$ cat config.mk
export PLATFORM = sky130hd
export DESIGN_NAME = gyro_heading_integrator_flat
export DESIGN_NICKNAME = d
export VERILOG_FILES = /design/src/rtl/ghi_pkg.sv /design/src/rtl/ghi_channels.sv /design/src/rtl/gyro_heading_integrator.sv /design/src/rtl/ghi_addsub.sv /design/src/rtl/ghi_seq.sv /design/src/flat_wrapper.sv
export SDC_FILE = /design/constraint.sdc
export NUM_CORES = 2
export LEC_CHECK = 0
export ABC_CLOCK_PERIOD_IN_PS = 15800
export BUFFER_PORTS_ARGS = -buffer_cell sky130_fd_sc_hd__buf_2
export CAP_MARGIN = 20
export CORE_ASPECT_RATIO = 1.2
export CORE_UTILIZATION = 50
export CTS_CLUSTER_SIZE = 14
export DETAILED_ROUTE_END_ITERATION = 7
export GPL_TIMING_DRIVEN = 0
export MAX_ROUTING_LAYER = met4
export PLACE_DENSITY = 0.78
export SYNTH_ARGS = -nofsm -noshare
export SYNTH_HDL_FRONTEND = slang
export SYNTH_HIERARCHICAL = 1
export SYNTH_SLANG_ARGS = --single-unit
export TNS_END_PERCENT = 20
$ cat constraint.sdc
create_clock -name clk -period 15.8 [get_ports clk]
set_input_delay 3.16 -clock clk [delete_from_list [all_inputs] [get_ports clk]]
set_output_delay 3.16 -clock clk [all_outputs]
set_load 0.02 [all_outputs]
$ cat src/rtl/ghi_pkg.sv
// Shared types and constants of the gyro heading integrator.
// Holds field widths, fixed-point turn constants, sequencer states and
// the control/status structs. No dependencies.
package ghi_pkg;

  // Timer width used for dt; field widths of the channel payloads
  localparam int TIMER_BITS = 16;
  localparam int TS_W       = 16;
  localparam int RAW_W      = 16;
  localparam int RATE_W     = 25;
  localparam int HEAD_W     = 46;
  localparam int SUM_W      = 32;
  localparam int CNT_W      = 16;
  localparam int THR_W      = 23;
  localparam int FRAC_BITS  = 8;

  // Configuration port
  localparam int CFG_IDX_W  = 1;
  localparam int CFG_DATA_W = 23;

  // Derived datapath widths
  localparam int NOW_W     = (TIMER_BITS > TS_W) ? TIMER_BITS : TS_W;
  localparam int PROD_W    = RATE_W + TIMER_BITS + 1;
  localparam int ALU_W     = ((PROD_W > HEAD_W) ? PROD_W : HEAD_W) + 2;
  localparam int DIVD_W    = SUM_W + FRAC_BITS;
  localparam int DIV_STEPS = DIVD_W;
  localparam int DIV_CNT_W = $clog2(DIV_STEPS);

  // Heading scale: one degree is 131e6 * 256 units
  localparam longint DEG_UNITS   = 64'sd131000000 * 64'sd256;
  localparam longint HALF_TURN_L = DEG_UNITS * 64'sd180;
  localparam longint FULL_TURN_L = DEG_UNITS * 64'sd360;
  localparam longint HEAD_MAX_L  = (64'sd1 <<< (HEAD_W - 1)) - 64'sd1;
  localparam longint HEAD_MIN_L  = -(64'sd1 <<< (HEAD_W - 1));

  localparam logic signed [ALU_W-1:0] HALF_TURN     = ALU_W'(HALF_TURN_L);
  localparam logic signed [ALU_W-1:0] NEG_HALF_TURN = ALU_W'(-HALF_TURN_L);
  localparam logic signed [ALU_W-1:0] FULL_TURN     = ALU_W'(FULL_TURN_L);
  localparam logic signed [ALU_W-1:0] HEAD_MAX      = ALU_W'(HEAD_MAX_L);
  localparam logic signed [ALU_W-1:0] HEAD_MIN      = ALU_W'(HEAD_MIN_L);

  // Register reset values
  localparam logic [CNT_W-1:0] CAL_SAMPLES_RST = CNT_W'(1000);
  localparam logic [THR_W-1:0] DEADBAND_RST    = THR_W'(6707);

  // Operation codes of the input item
  localparam logic OP_HEADING   = 1'b0;
  localparam logic OP_CALIBRATE = 1'b1;

  typedef enum logic [CFG_IDX_W-1:0] {
    REG_CAL_SAMPLES,
    REG_DEADBAND
  } cfg_reg_t;

  typedef enum logic [3:0] {
    S_IDLE,
    S_CAL_ADD,
    S_CAL_ABS,
    S_CAL_DIV,
    S_CAL_SIGN,
    S_HDG_RATE,
    S_HDG_ABS,
    S_HDG_MUL,
    S_HDG_ADD,
    S_HDG_WRAP,
    S_FINISH
  } state_t;

  typedef struct packed {
    state_t state;
    logic   in_ready;
  } ghi_ctrl_t;

  typedef struct packed {
    logic in_fire;
    logic operation;
    logic read_ok;
    logic cal_done;
    logic out_free;
  } ghi_status_t;

endpackage

$ cat src/rtl/ghi_channels.sv
// Valid/ready channel interfaces for gyro samples and heading results.
// Depends on ghi_pkg for the payload widths.
interface ghi_sample_if;
  import ghi_pkg::*;

  logic                     valid;
  logic                     ready;
  logic                     operation;
  logic [TS_W-1:0]          timer_count;
  logic signed [RAW_W-1:0]  gyro_raw;
  logic                     read_ok;

  modport source (output valid, operation, timer_count, gyro_raw, read_ok, input ready);
  modport sink   (input valid, operation, timer_count, gyro_raw, read_ok, output ready);
endinterface

interface ghi_result_if;
  import ghi_pkg::*;

  logic                     valid;
  logic                     ready;
  logic signed [HEAD_W-1:0] heading;
  logic signed [RATE_W-1:0] corrected_rate;
  logic                     calibrated;

  modport source (output valid, heading, corrected_rate, calibrated, input ready);
  modport sink   (input valid, heading, corrected_rate, calibrated, output ready);
endinterface

$ cat src/rtl/gyro_heading_integrator.sv
// Top level of the gyro heading integrator: registers, datapath and output stage.
// Depends on ghi_pkg, ghi_channels, ghi_addsub and ghi_seq.
//
// Usage:
//   gyro_in carries one gyro Z sample per transaction: operation (0 heading
//   update, 1 calibration), timer_count, gyro_raw and read_ok. heading_out
//   returns exactly one result per sample: heading, corrected_rate and the
//   calibrated flag, all as they stand after that sample.
//   cfg_we/cfg_index/cfg_data write calibration_samples (index 0) and
//   deadband_threshold (index 1); write them only while the block is idle.
//   One item is worked at a time; gyro_in.ready is high only when idle.
//   A good heading sample runs S_HDG_RATE, S_HDG_ABS, S_HDG_MUL, S_HDG_ADD
//   and S_HDG_WRAP, a calibration sample runs S_CAL_ADD and the one that
//   closes a calibration run also S_CAL_ABS, S_CAL_DIV and S_CAL_SIGN; every
//   item, a failed heading read at once, ends in S_FINISH, then goes idle.
//   The single shared adder does the adds, compare-subtracts and negates of
//   these steps; the restoring divide yields one bias quotient bit per cycle.
//   A finished result sits in an output register; the block keeps taking
//   samples while it waits and only holds in its last step when a second
//   result is ready before the first is taken.
//   Reset (rst, synchronous) clears heading, bias, calibration progress and
//   the timer reference, and restores the register defaults.
module gyro_heading_integrator (
  input  logic                               clk,
  input  logic                               rst,
  ghi_sample_if.sink                         gyro_in,
  ghi_result_if.source                       heading_out,
  input  logic                               cfg_we,
  input  logic [ghi_pkg::CFG_IDX_W-1:0]      cfg_index,
  input  logic [ghi_pkg::CFG_DATA_W-1:0]     cfg_data
);
  import ghi_pkg::*;

  ghi_ctrl_t   ctrl;
  ghi_status_t status;

  // Configuration registers
  logic [CNT_W-1:0] cal_samples;
  logic [THR_W-1:0] deadband;

  // Architectural state
  logic [TIMER_BITS-1:0]    prev_timer;
  logic signed [HEAD_W-1:0] heading_acc;
  logic signed [RATE_W-1:0] rate_bias;
  logic signed [SUM_W-1:0]  cal_sum;
  logic [CNT_W-1:0]         cal_count;
  logic signed [RATE_W-1:0] last_rate;
  logic                     bias_valid;

  // Working registers
  logic signed [RAW_W-1:0]  raw_q;
  logic                     ok_q;
  logic [TIMER_BITS-1:0]    dt;
  logic signed [ALU_W-1:0]  work;
  logic signed [PROD_W-1:0] prod;
  logic [CNT_W:0]           rem;
  logic [DIVD_W-1:0]        quo;
  logic                     div_neg;

  // Output register
  logic                     out_valid;
  logic signed [HEAD_W-1:0] out_heading;
  logic signed [RATE_W-1:0] out_rate;
  logic                     out_cal;

  // Shared adder operands
  logic signed [ALU_W-1:0]  alu_a;
  logic signed [ALU_W-1:0]  alu_b;
  logic                     alu_sub;
  logic signed [ALU_W-1:0]  alu_y;

  logic [NOW_W-1:0]         now_ext;
  logic [TIMER_BITS-1:0]    now;
  logic [CNT_W:0]           count_inc;
  logic                     below_deadband;
  logic signed [ALU_W-1:0]  head_sat;
  logic signed [RATE_W-1:0] mul_a;
  logic signed [TIMER_BITS:0] mul_b;

  // Timer value reduced to the dt width
  assign now_ext = NOW_W'(gyro_in.timer_count);
  assign now     = now_ext[TIMER_BITS-1:0];

  // Status toward the sequencer
  assign count_inc       = (CNT_W + 1)'(cal_count) + (CNT_W + 1)'(1);
  assign status.in_fire  = gyro_in.valid && ctrl.in_ready;
  assign status.operation = gyro_in.operation;
  assign status.read_ok  = gyro_in.read_ok;
  assign status.cal_done = (count_inc >= (CNT_W + 1)'(cal_samples));
  assign status.out_free = !out_valid || heading_out.ready;

  ghi_seq u_seq (
    .clk    (clk),
    .rst    (rst),
    .status (status),
    .ctrl   (ctrl)
  );

  ghi_addsub u_addsub (
    .a   (alu_a),
    .b   (alu_b),
    .sub (alu_sub),
    .y   (alu_y)
  );

  // Select adder operands for the current step
  always_comb begin
    alu_a   = '0;
    alu_b   = '0;
    alu_sub = 1'b0;
    case (ctrl.state)
      S_CAL_ADD: begin
        alu_a = ALU_W'(cal_sum);
        alu_b = ok_q ? ALU_W'(raw_q) : '0;
      end
      S_CAL_ABS: begin
        alu_b   = ALU_W'(cal_sum);
        alu_sub = cal_sum[SUM_W-1];
      end
      S_CAL_DIV: begin
        alu_a   = $signed(ALU_W'({rem[CNT_W-1:0], quo[DIVD_W-1]}));
        alu_b   = $signed(ALU_W'(cal_count));
        alu_sub = 1'b1;
      end
      S_CAL_SIGN: begin
        alu_b   = $signed(ALU_W'(quo[RATE_W-1:0]));
        alu_sub = div_neg;
      end
      S_HDG_RATE: begin
        alu_a   = ALU_W'(raw_q) <<< FRAC_BITS;
        alu_b   = ALU_W'(rate_bias);
        alu_sub = 1'b1;
      end
      S_HDG_ABS: begin
        alu_b   = work;
        alu_sub = work[ALU_W-1];
      end
      S_HDG_ADD: begin
        alu_a = ALU_W'(heading_acc);
        alu_b = ALU_W'(prod);
      end
      S_HDG_WRAP: begin
        alu_a = work;
        if (work > HALF_TURN) begin
          alu_b   = FULL_TURN;
          alu_sub = 1'b1;
        end else if (work < NEG_HALF_TURN) begin
          alu_b = FULL_TURN;
        end
      end
      default: begin
        alu_a = '0;
      end
    endcase
  end

  // Deadband test on the rate magnitude, heading saturation, multiplier inputs
  assign below_deadband = ($unsigned(alu_y) < ALU_W'(deadband));
  assign head_sat = (alu_y > HEAD_MAX) ? HEAD_MAX :
                    (alu_y < HEAD_MIN) ? HEAD_MIN : alu_y;
  assign mul_a = last_rate;
  assign mul_b = $signed({1'b0, dt});

  // Configuration writes
  always_ff @(posedge clk) begin
    if (rst) begin
      cal_samples <= CAL_SAMPLES_RST;
      deadband    <= DEADBAND_RST;
    end else if (cfg_we) begin
      unique case (cfg_index)
        REG_CAL_SAMPLES: cal_samples <= cfg_data[CNT_W-1:0];
        REG_DEADBAND:    deadband    <= cfg_data[THR_W-1:0];
        default:         cal_samples <= cal_samples;
      endcase
    end
  end

  // Architectural state updates
  always_ff @(posedge clk) begin
    if (rst) begin
      prev_timer  <= '0;
      heading_acc <= '0;
      rate_bias   <= '0;
      cal_sum     <= '0;
      cal_count   <= '0;
      last_rate   <= '0;
      bias_valid  <= 1'b0;
    end else begin
      case (ctrl.state)
        S_IDLE: begin
          if (status.in_fire && gyro_in.operation == OP_HEADING) begin
            prev_timer <= now;
          end
        end
        S_CAL_ADD: begin
          cal_sum   <= alu_y[SUM_W-1:0];
          cal_count <= count_inc[CNT_W-1:0];
        end
        S_CAL_SIGN: begin
          rate_bias  <= alu_y[RATE_W-1:0];
          bias_valid <= 1'b1;
          cal_sum    <= '0;
          cal_count  <= '0;
        end
        S_HDG_ABS: begin
          last_rate <= below_deadband ? '0 : work[RATE_W-1:0];
        end
        S_HDG_WRAP: begin
          heading_acc <= head_sat[HEAD_W-1:0];
        end
        default: begin
          bias_valid <= bias_valid;
        end
      endcase
    end
  end

  // Working registers: capture, divide steps, product
  always_ff @(posedge clk) begin
    case (ctrl.state)
      S_IDLE: begin
        if (status.in_fire) begin
          raw_q <= gyro_in.gyro_raw;
          ok_q  <= gyro_in.read_ok;
          dt    <= now - prev_timer;
        end
      end
      S_CAL_ABS: begin
        quo     <= {alu_y[SUM_W-1:0], {FRAC_BITS{1'b0}}};
        rem     <= '0;
        div_neg <= cal_sum[SUM_W-1];
      end
      S_CAL_DIV: begin
        if (!alu_y[ALU_W-1]) begin
          rem <= alu_y[CNT_W:0];
          quo <= {quo[DIVD_W-2:0], 1'b1};
        end else begin
          rem <= {rem[CNT_W-1:0], quo[DIVD_W-1]};
          quo <= {quo[DIVD_W-2:0], 1'b0};
        end
      end
      S_HDG_RATE: work <= alu_y;
      S_HDG_MUL:  prod <= PROD_W'(mul_a * mul_b);
      S_HDG_ADD:  work <= alu_y;
      default: begin
        work <= work;
      end
    endcase
  end

  // Output register: load on the last step, drop when taken
  always_ff @(posedge clk) begin
    if (rst) begin
      out_valid <= 1'b0;
    end else if (ctrl.state == S_FINISH && status.out_free) begin
      out_valid <= 1'b1;
    end else if (heading_out.ready) begin
      out_valid <= 1'b0;
    end
  end

  always_ff @(posedge clk) begin
    if (ctrl.state == S_FINISH && status.out_free) begin
      out_heading <= heading_acc;
      out_rate    <= last_rate;
      out_cal     <= bias_valid;
    end
  end

  assign gyro_in.ready              = ctrl.in_ready;
  assign heading_out.valid          = out_valid;
  assign heading_out.heading        = out_heading;
  assign heading_out.corrected_rate = out_rate;
  assign heading_out.calibrated     = out_cal;

  // Bias, once valid, stays valid until reset
  a_bias_sticky: assert property (@(posedge clk) disable iff (rst)
    bias_valid |=> bias_valid)
    else $error("calibrated flag dropped");

  // A result appears only after the last step of an item
  a_result_from_finish: assert property (@(posedge clk) disable iff (rst)
    $rose(out_valid) |-> $past(ctrl.state == S_FINISH))
    else $error("result valid without a finished item");

  // An accepted transaction always starts work
  a_accept_starts: assert property (@(posedge clk) disable iff (rst)
    status.in_fire |=> ctrl.state != S_IDLE)
    else $error("accepted transaction left the sequencer idle");

endmodule

$ cat src/rtl/ghi_addsub.sv
// Shared add/subtract unit of the integrator datapath.
// Depends on ghi_pkg for the datapath width.
module ghi_addsub (
  input  logic signed [ghi_pkg::ALU_W-1:0] a,
  input  logic signed [ghi_pkg::ALU_W-1:0] b,
  input  logic                             sub,
  output logic signed [ghi_pkg::ALU_W-1:0] y
);
  import ghi_pkg::*;

  logic [ALU_W-1:0] b_op;

  // Invert and carry in for subtraction
  assign b_op = sub ? ~b : b;
  assign y    = a + $signed(b_op) + $signed(ALU_W'(sub));

endmodule

$ cat src/rtl/ghi_seq.sv
// Sequencer of the integrator: steps the shared adder through calibration,
// bias division and heading update. Depends on ghi_pkg.
module ghi_seq (
  input  logic                 clk,
  input  logic                 rst,
  input  ghi_pkg::ghi_status_t status,
  output ghi_pkg::ghi_ctrl_t   ctrl
);
  import ghi_pkg::*;

  state_t               state;
  state_t               state_next;
  logic [DIV_CNT_W-1:0] div_cnt;
  logic                 div_last;

  assign div_last = (div_cnt == DIV_CNT_W'(DIV_STEPS - 1));

  // Advance state and division step counter
  always_ff @(posedge clk) begin
    if (rst) begin
      state   <= S_IDLE;
      div_cnt <= '0;
    end else begin
      state <= state_next;
      if (state == S_CAL_ABS) begin
        div_cnt <= '0;
      end else if (state == S_CAL_DIV) begin
        div_cnt <= div_cnt + 1'b1;
      end
    end
  end

  // Next state
  always_comb begin
    state_next = state;
    unique case (state)
      S_IDLE: begin
        if (status.in_fire) begin
          if (status.operation == OP_CALIBRATE) begin
            state_next = S_CAL_ADD;
          end else if (status.read_ok) begin
            state_next = S_HDG_RATE;
          end else begin
            state_next = S_FINISH;
          end
        end
      end
      S_CAL_ADD:  state_next = status.cal_done ? S_CAL_ABS : S_FINISH;
      S_CAL_ABS:  state_next = S_CAL_DIV;
      S_CAL_DIV:  state_next = div_last ? S_CAL_SIGN : S_CAL_DIV;
      S_CAL_SIGN: state_next = S_FINISH;
      S_HDG_RATE: state_next = S_HDG_ABS;
      S_HDG_ABS:  state_next = S_HDG_MUL;
      S_HDG_MUL:  state_next = S_HDG_ADD;
      S_HDG_ADD:  state_next = S_HDG_WRAP;
      S_HDG_WRAP: state_next = S_FINISH;
      S_FINISH:   state_next = status.out_free ? S_IDLE : S_FINISH;
      default:    state_next = S_IDLE;
    endcase
  end

  // Outputs
  always_comb begin
    ctrl.state    = state;
    ctrl.in_ready = (state == S_IDLE);
  end

endmodule
$ cat src/flat_wrapper.sv
// flat-port wrapper written by rule: the top's interface ports become plain ports
module gyro_heading_integrator_flat import ghi_pkg::*;
  (clk, rst, cfg_we, cfg_index, cfg_data, gyro_in_valid, gyro_in_operation, gyro_in_timer_count, gyro_in_gyro_raw, gyro_in_read_ok, gyro_in_ready, heading_out_valid, heading_out_heading, heading_out_corrected_rate, heading_out_calibrated, heading_out_ready);
  ghi_sample_if gyro_in_i ();
  ghi_result_if heading_out_i ();
  input  logic clk;
  input  logic rst;
  input  logic cfg_we;
  input  logic [ghi_pkg::CFG_IDX_W-1:0] cfg_index;
  input  logic [ghi_pkg::CFG_DATA_W-1:0] cfg_data;
  input wire logic [$bits(gyro_in_i.valid)-1:0] gyro_in_valid;
  input wire logic [$bits(gyro_in_i.operation)-1:0] gyro_in_operation;
  input wire logic [$bits(gyro_in_i.timer_count)-1:0] gyro_in_timer_count;
  input wire logic [$bits(gyro_in_i.gyro_raw)-1:0] gyro_in_gyro_raw;
  input wire logic [$bits(gyro_in_i.read_ok)-1:0] gyro_in_read_ok;
  output wire logic [$bits(gyro_in_i.ready)-1:0] gyro_in_ready;
  output wire logic [$bits(heading_out_i.valid)-1:0] heading_out_valid;
  output wire logic [$bits(heading_out_i.heading)-1:0] heading_out_heading;
  output wire logic [$bits(heading_out_i.corrected_rate)-1:0] heading_out_corrected_rate;
  output wire logic [$bits(heading_out_i.calibrated)-1:0] heading_out_calibrated;
  input wire logic [$bits(heading_out_i.ready)-1:0] heading_out_ready;
  assign gyro_in_i.valid = gyro_in_valid;
  assign gyro_in_i.operation = gyro_in_operation;
  assign gyro_in_i.timer_count = gyro_in_timer_count;
  assign gyro_in_i.gyro_raw = gyro_in_gyro_raw;
  assign gyro_in_i.read_ok = gyro_in_read_ok;
  assign gyro_in_ready = gyro_in_i.ready;
  assign heading_out_valid = heading_out_i.valid;
  assign heading_out_heading = heading_out_i.heading;
  assign heading_out_corrected_rate = heading_out_i.corrected_rate;
  assign heading_out_calibrated = heading_out_i.calibrated;
  assign heading_out_i.ready = heading_out_ready;
  gyro_heading_integrator u_core (.clk(clk), .rst(rst), .gyro_in(gyro_in_i), .heading_out(heading_out_i), .cfg_we(cfg_we), .cfg_index(cfg_index), .cfg_data(cfg_data));
endmodule
Word-level counts from Yosys, hierarchy flattened. Cells that the tools add are included. W data, S select, Z words.

Register bits after elaboration: 463. Input port bits: 63. Logic and storage cells: 93.

Add/subtract/negate cells: 5. Multiply operators: 1. Magnitude comparators: 6. Equality and inequality tests: 12. Mux-type cells: 26. Bitwise operators: 3. Reductions and logical operators: 17.

Operators by type and width (count): $pmux W48 S8 (1); $pmux W48 S5 (1); $mux W48 (3); $mux W46 (2); $pmux W40 S2 (1); $pmux W16 S2 (2); $pmux W32 S2 (1); $add A48 B2 Y48 (1); $add A48 B48 Y48 (1); $gt A48 B44 Y1 const B (1); $gt A48 B46 Y1 const B (1); $lt A48 B23 Y1 (1); $lt A48 B44 Y1 const B (1); $lt A48 B46 Y1 const B (1); $not A48 Y48 (1); $mux W44 (1); $mul A25 B17 Y42 (1); $pmux W4 S10 (1); $mux W25 (1); $mux W4 (5); $add A16 B1 Y17 const B (1); $ge A17 B16 Y1 (1); $eq A4 B3 Y1 const B (4); $mux W16 (1); other kinds (18) (35).

Longest topological paths before layout.
Depth after elaboration: 11. Mapped depth: 29. Mapped depth without buffers: 27.

Hierarchy. The synthesis kept the hierarchy.

By module, submodules not included: gyro_heading_integrator (times used 1, cells an instance 3558, area an instance 34257.9 µm²); ghi_addsub (times used 1, cells an instance 494, area an instance 3370.7 µm²); ghi_seq (times used 1, cells an instance 68, area an instance 568.0 µm²).

Worst setup path before layout. No wires, ideal clock.

Path kind: register -> register. From: register u_core.dt[8]. To: register u_core.prod[41], data pin. Library setup time: 0.266 ns. Arrival time: 6.066 ns. Path slack: 9.467 ns. Stages on the path, launching flop included: 24. Clock period less this slack: 6.333 ns. Cells stage by stage: edfxtp_1 clkbuf_1 nand2_1 fa_1 inv_1 fa_1 inv_1 fa_1 inv_1 fa_1 fa_1 inv_1 fa_1 inv_1 ha_1 nand4_1 nor3_1 nand3_1 a41oi_2 a22oi_1 o31a_1 o21ai_2 mux2i_1 nand4_1.

Word-level cells in the longest chain between the ends: 1.

Ends and longest elaborated chain: start, declared (RTL line gyro_heading_integrator.sv:53) `logic [TIMER_BITS-1:0] dt;`; start signal, assigned (RTL line gyro_heading_integrator.sv:225) `dt <= now - prev_timer;`; $mul A25 B17 Y42 (RTL line gyro_heading_integrator.sv:243) `S_HDG_MUL: prod <= PROD_W'(mul_a * mul_b);`; end signal, assigned (RTL line gyro_heading_integrator.sv:243); end, declared (RTL line gyro_heading_integrator.sv:55) `logic signed [PROD_W-1:0] prod;`.

No other way between the ends. A chain may end at the register's enable or synchronous reset.

Worst setup path in the final report.
From: register u_core.u_seq.state[1]. To: register u_core.last_rate[13].

Word-level cells in the longest chain between the ends: 8. Elaborated cells on any way between the ends: 18. Those cells by class: add/sub (2); order compare (1); eq/ne (8); mux (5); bitwise (1); reduce/logical (1).

Ends and longest elaborated chain: start, declared (RTL line ghi_seq.sv:11) `state_t state;`; start signal, assigned (RTL line ghi_seq.sv:24) `state <= state_next;`; $eq A4 B3 Y1 / $eq A4 B2 Y1 (equally long branches) (RTL line gyro_heading_integrator.sv:111) `case (ctrl.state)`; $reduce_or A2 Y1 (no line); $pmux W1 S5 (*) (RTL line gyro_heading_integrator.sv:111); named net u_core.alu_sub (RTL line gyro_heading_integrator.sv:69) `logic alu_sub;`; $mux W48 (RTL line ghi_addsub.sv:14) `assign b_op = sub ? ~b : b;`; $add A48 B48 Y48 (RTL line ghi_addsub.sv:15) `assign y = a + $signed(b_op) + $signed(ALU_W'(sub));`; $add A48 B2 Y48 (*) (RTL line ghi_addsub.sv:15); named net u_core.alu_y[44] (RTL line gyro_heading_integrator.sv:70) `logic signed [ALU_W-1:0] alu_y;`; $lt A48 B23 Y1 (*) (RTL line gyro_heading_integrator.sv:158) `assign below_deadband = ($unsigned(alu_y) < ALU_W'(deadband));`; $mux W25 (*) (RTL line gyro_heading_integrator.sv:206) `last_rate <= below_deadband ? '0 : work[RATE_W-1:0];`; end signal, assigned (RTL line gyro_heading_integrator.sv:206); end, declared (RTL line gyro_heading_integrator.sv:47) `logic signed [RATE_W-1:0] last_rate;`.

The timed path passes the listed nets; every way through them passes the cells marked *.

==> results.yml <==
worst_setup_path:
  cp-start-kind: "register"
  critical_path_class: "reg2reg"
  end_kind: "register"
  arrival_ns: 10.72
  r2r_setup_slack_ns: 5.58
  timing.critical_path.fanout_max: 10
  cpPeakStageDelay_ns: 0.82
  cp.required_ns: 16.30
  cpMaxStageDelayCell: "nor3_1"
placement:
  dp_hpwl_mm: 97.9
  dpl.cell_count: 5274
  post_dp_cell_area_um2: 40300
  portBuffers: 136
  gp_congestion: 1.03
  dp_slack_ns: 6.01
grt:
  antenna_found_initial: 1
  grt_usage_pct: 33.0
  first_global_vias: 31786
  grt_max_degree: 55
  grt_pass1_wl_mm: 187
  grt-ovfl-total: 0
drt:
  routedWlPerCell_um: 22.9
  vias_per_cell: 5.85
  final_antenna_net_count: 0
  wl_met1_mm: 46.6
  postRouteWirelength_mm: 123
  dr_total_vias: 31372
  drtPass1Iterations: 8
  drt_iter0_drc: 2762
  routed.top_layer: "met4"
  wl_met3_mm: 9.21
  drc: 9
  wl_met2_mm: 57.4
clocking:
  post-cts-setup-buffer-count: 0
  clkTransAtPathRegs_ns: 0.06
  clk_root_buffer_cell: "clkbuf_16"
  cts_resized: 0
  cts_tree: "done"
  insertion_delay_ns: 0.62
  cts_buffer_depth: 3
  cts.sinks: 463
  cts_max_level: 2
  cts_hold_buf: 0
  cts_inserted_buffers: 47
sta:
  min_period_over_period_pct: 64.7
  setup_viol: 0
  hold_violations: 0
  rsz0062_at_grt: "no"
  finalSetupTns_ns: 0
  min_period_ns: 10.22
  relSlewSlack_pct: 20.1
  slew_violations: 0
  worst_slew_pin_slew_ns: 1.19
  max_freq_mhz: 97.8
  skew_ns: 0.0340
  hold-worst-slack_ns: 0.442
  worst_slack_ns: 5.58
run:
  maxCapViolCount: 0
floorplan:
  num_io_pins: 137
  core_um2: 75300
  die_area_um2: 77500
  initial_utilization_pct: 50.7
  dieWidth_um: 254
  core.rowCount: 110
  die_y_um: 305
synthesis:
  seq_area_frac_synth_pct: 30.9
  synthFlopType: "edfxtp_1"
  yosys_warnings: 6
  synth_fp_nets: 4783
  ys_types: 85
  synthArstFlopShare_pct: 0
  synth-edff-count: 252
  syn_area_per_cell_um2: 9.27
  syn_inst: 4120
  syn-cell-area_um2: 38200
  synth_seq_cells: 463
pwr:
  p_switching_mw: 2.38
  p_per_area_nw_per_um2: 125
  pwr-share-clk_pct: 22.4
  combPwrFrac_pct: 44.6
  power.leakage_nw: 18.7
  switching_share_pct: 45.3
  power_frac_seq_pct: 33.0
  intPower_mw: 2.87
  vdd_drop_max_v: 0.0000807
cells_and_area:
  nets: 4979
  syn_to_final_growth_pct: 9.77
  instances_no_fill: 5364
  drive_gt1_share_pct: 6.57
  design_area_um2: 41900
outcome:
  violations: "design-rule violations"
  status: "finished with violations"
min_path:
  hp-class: "reg2reg"
## cells by family after synthesis
| group | count (synthesis) | synth area share (%) |
|---|---|---|
| adders and majority gates | 600 | 27.4 |
| DFF | 463 | 30.9 |
| muxes | 39 | 1.03 |
| buffers and inverters | 781 | 7.79 |
| and+or+nand+nor | 1324 | 16.1 |
| xor gates and xnor gates | 157 | 3.62 |
| AOI/OAI and AO/OA | 756 | 13.2 |
## state kept, by name, summed over array words and instances (netlist names), 16 cells and up
signal / count
u_core/work: 48
u_core/heading_acc: 46
u_core/heading_out.heading: 46
u_core/prod: 42
u_core/quo: 40
u_core/cal_sum: 32
u_core/heading_out.corrected_rate: 25
u_core/last_rate: 25
u_core/rate_bias: 25
u_core/deadband: 23
u_core/cal_count: 16
u_core/cal_samples: 16
u_core/dt: 16
u_core/prev_timer: 16
u_core/raw_q: 16
u_core/rem: 16
## worst paths after layout
kind                                       from                                       to  cells after the start
min reg2reg      u_core/bias_valid$_SDFFE_PP0P_  u_core/heading_out.calibrated$_DFFE_PP_                      0
max          u_core/u_seq/state[1]$_SDFFE_PP0P_        u_core/last_rate[13]$_SDFFE_PP0N_                     25
min              u_core/bias_valid$_SDFFE_PP0P_  u_core/heading_out.calibrated$_DFFE_PP_                      0
max reg2reg  u_core/u_seq/state[1]$_SDFFE_PP0P_        u_core/last_rate[13]$_SDFFE_PP0N_                     25
## area by class of cell
cell class,instances,area (um^2)
fill,6767,33400
multi-input combinational,2876,23400
sequential,463,11800
inverter,578,2170
clock buffer,64,1330
tap,1008,1260
timing repair buffer,147,835
buffer,203,806
clock inverter,24,288
antenna,1,2.50
## metrics by stage
stage / utilization [%] / total power, mW
6_report: 55.7 / 5.25
2_1_floorplan: - / 3.11
3_5_place_dp: 53.5 / 4.00
5_1_grt: 55.7 / 5.47
3_3_place_gp: 53.3 / 3.96
4_1_cts: 55.7 / 5.19
## cells in the mapped netlist (7+ instances only)
master    instances  area [um^2]
o21ai_0         146          731
mux2i_1          38          380
nand2b_1         25          156
inv_1           578         2170
nor4_1           21          131
fa_1            393         7870
o21bai_1         14          105
o31ai_1           8         60.1
a221o_1          27          270
buf_1            14         52.6
a21oi_1         220         1100
nor2b_1          24          150
or3_1             7         43.8
a22oi_1         130          976
clkbuf_1        171          642
a211oi_1          8         60.1
o21a_1           12         90.1
nor2_1          167          627
or2_2             7         43.8
nand2_1         672         2520
buf_2            11         55.1
nand3_1          65          325
o21ai_2          12          105
and2_1          187         1170
nand3b_1         21          158
and3_1           24          150
nand4_1          38          238
xnor2_1          65          569
a21o_1           47          353
xor2_1           91          797
a31oi_1           8         50.1
dfxtp_1         211         4220
edfxtp_1        252         7570
a222oi_1         37          370
nor3_1           40          200
a211o_1          12          105
ha_1            207         2590
## worst max-delay path: cells and delay by family, from the launching register on
kind | cells | cell delay (ns)
xor gates and xnor gates | 1 | 0.21
buffers and inverters | 6 | 3.11
adders and majority gates | 1 | 0.45
DFF | 1 | 0.40
AOI/OAI and AO/OA | 10 | 3.28
and+or+nand+nor | 7 | 2.62
## power groups by stage
stage               Clock (mW)  Combinational, mW  Sequential, mW
global route              1.24               2.50            1.74
detailed placement           0               2.26            1.74
floorplan                    0               1.47            1.64
CTS                       1.20               2.27            1.72
finish                    1.18               2.34            1.73
global placement             0               2.20            1.76
## layer usage
metal	vias to the layer above	GRT usage (%)
met5	-	-
met4	0	21.1
met3	428	4.00
met2	1561	52.6
met1	15254	39.6
li1	14129	-
## cells in the final DEF, fill, tap and decap left out, types with 14 or more instances in the layout
cell       netlist  layout
nor3_1          40      39
a21oi_1        220     220
nand2_1        672     672
xnor2_1         65      65
nand4_1         38      38
nand2b_1        25      25
nand3b_1        21      21
buf_1           14      14
nand3_1         65      65
a221o_1         27      27
o21ai_0        146     146
nor4_1          21      21
clkbuf_1       171     181
clkbuf_16        0      49
o21bai_1        14      14
inv_1          578     578
nor2_1         167     166
a222oi_1        37      37
and3_1          24      23
a22oi_1        130     130
dfxtp_1        211     211
xor2_1          91      91
fa_1           393     393
ha_1           207     207
edfxtp_1       252     252
mux2i_1         38      38
buf_2           11     149
and2_1         187     186
nor2b_1         24      24
a21o_1          47      47
Power figures use the tool's default switching activity.
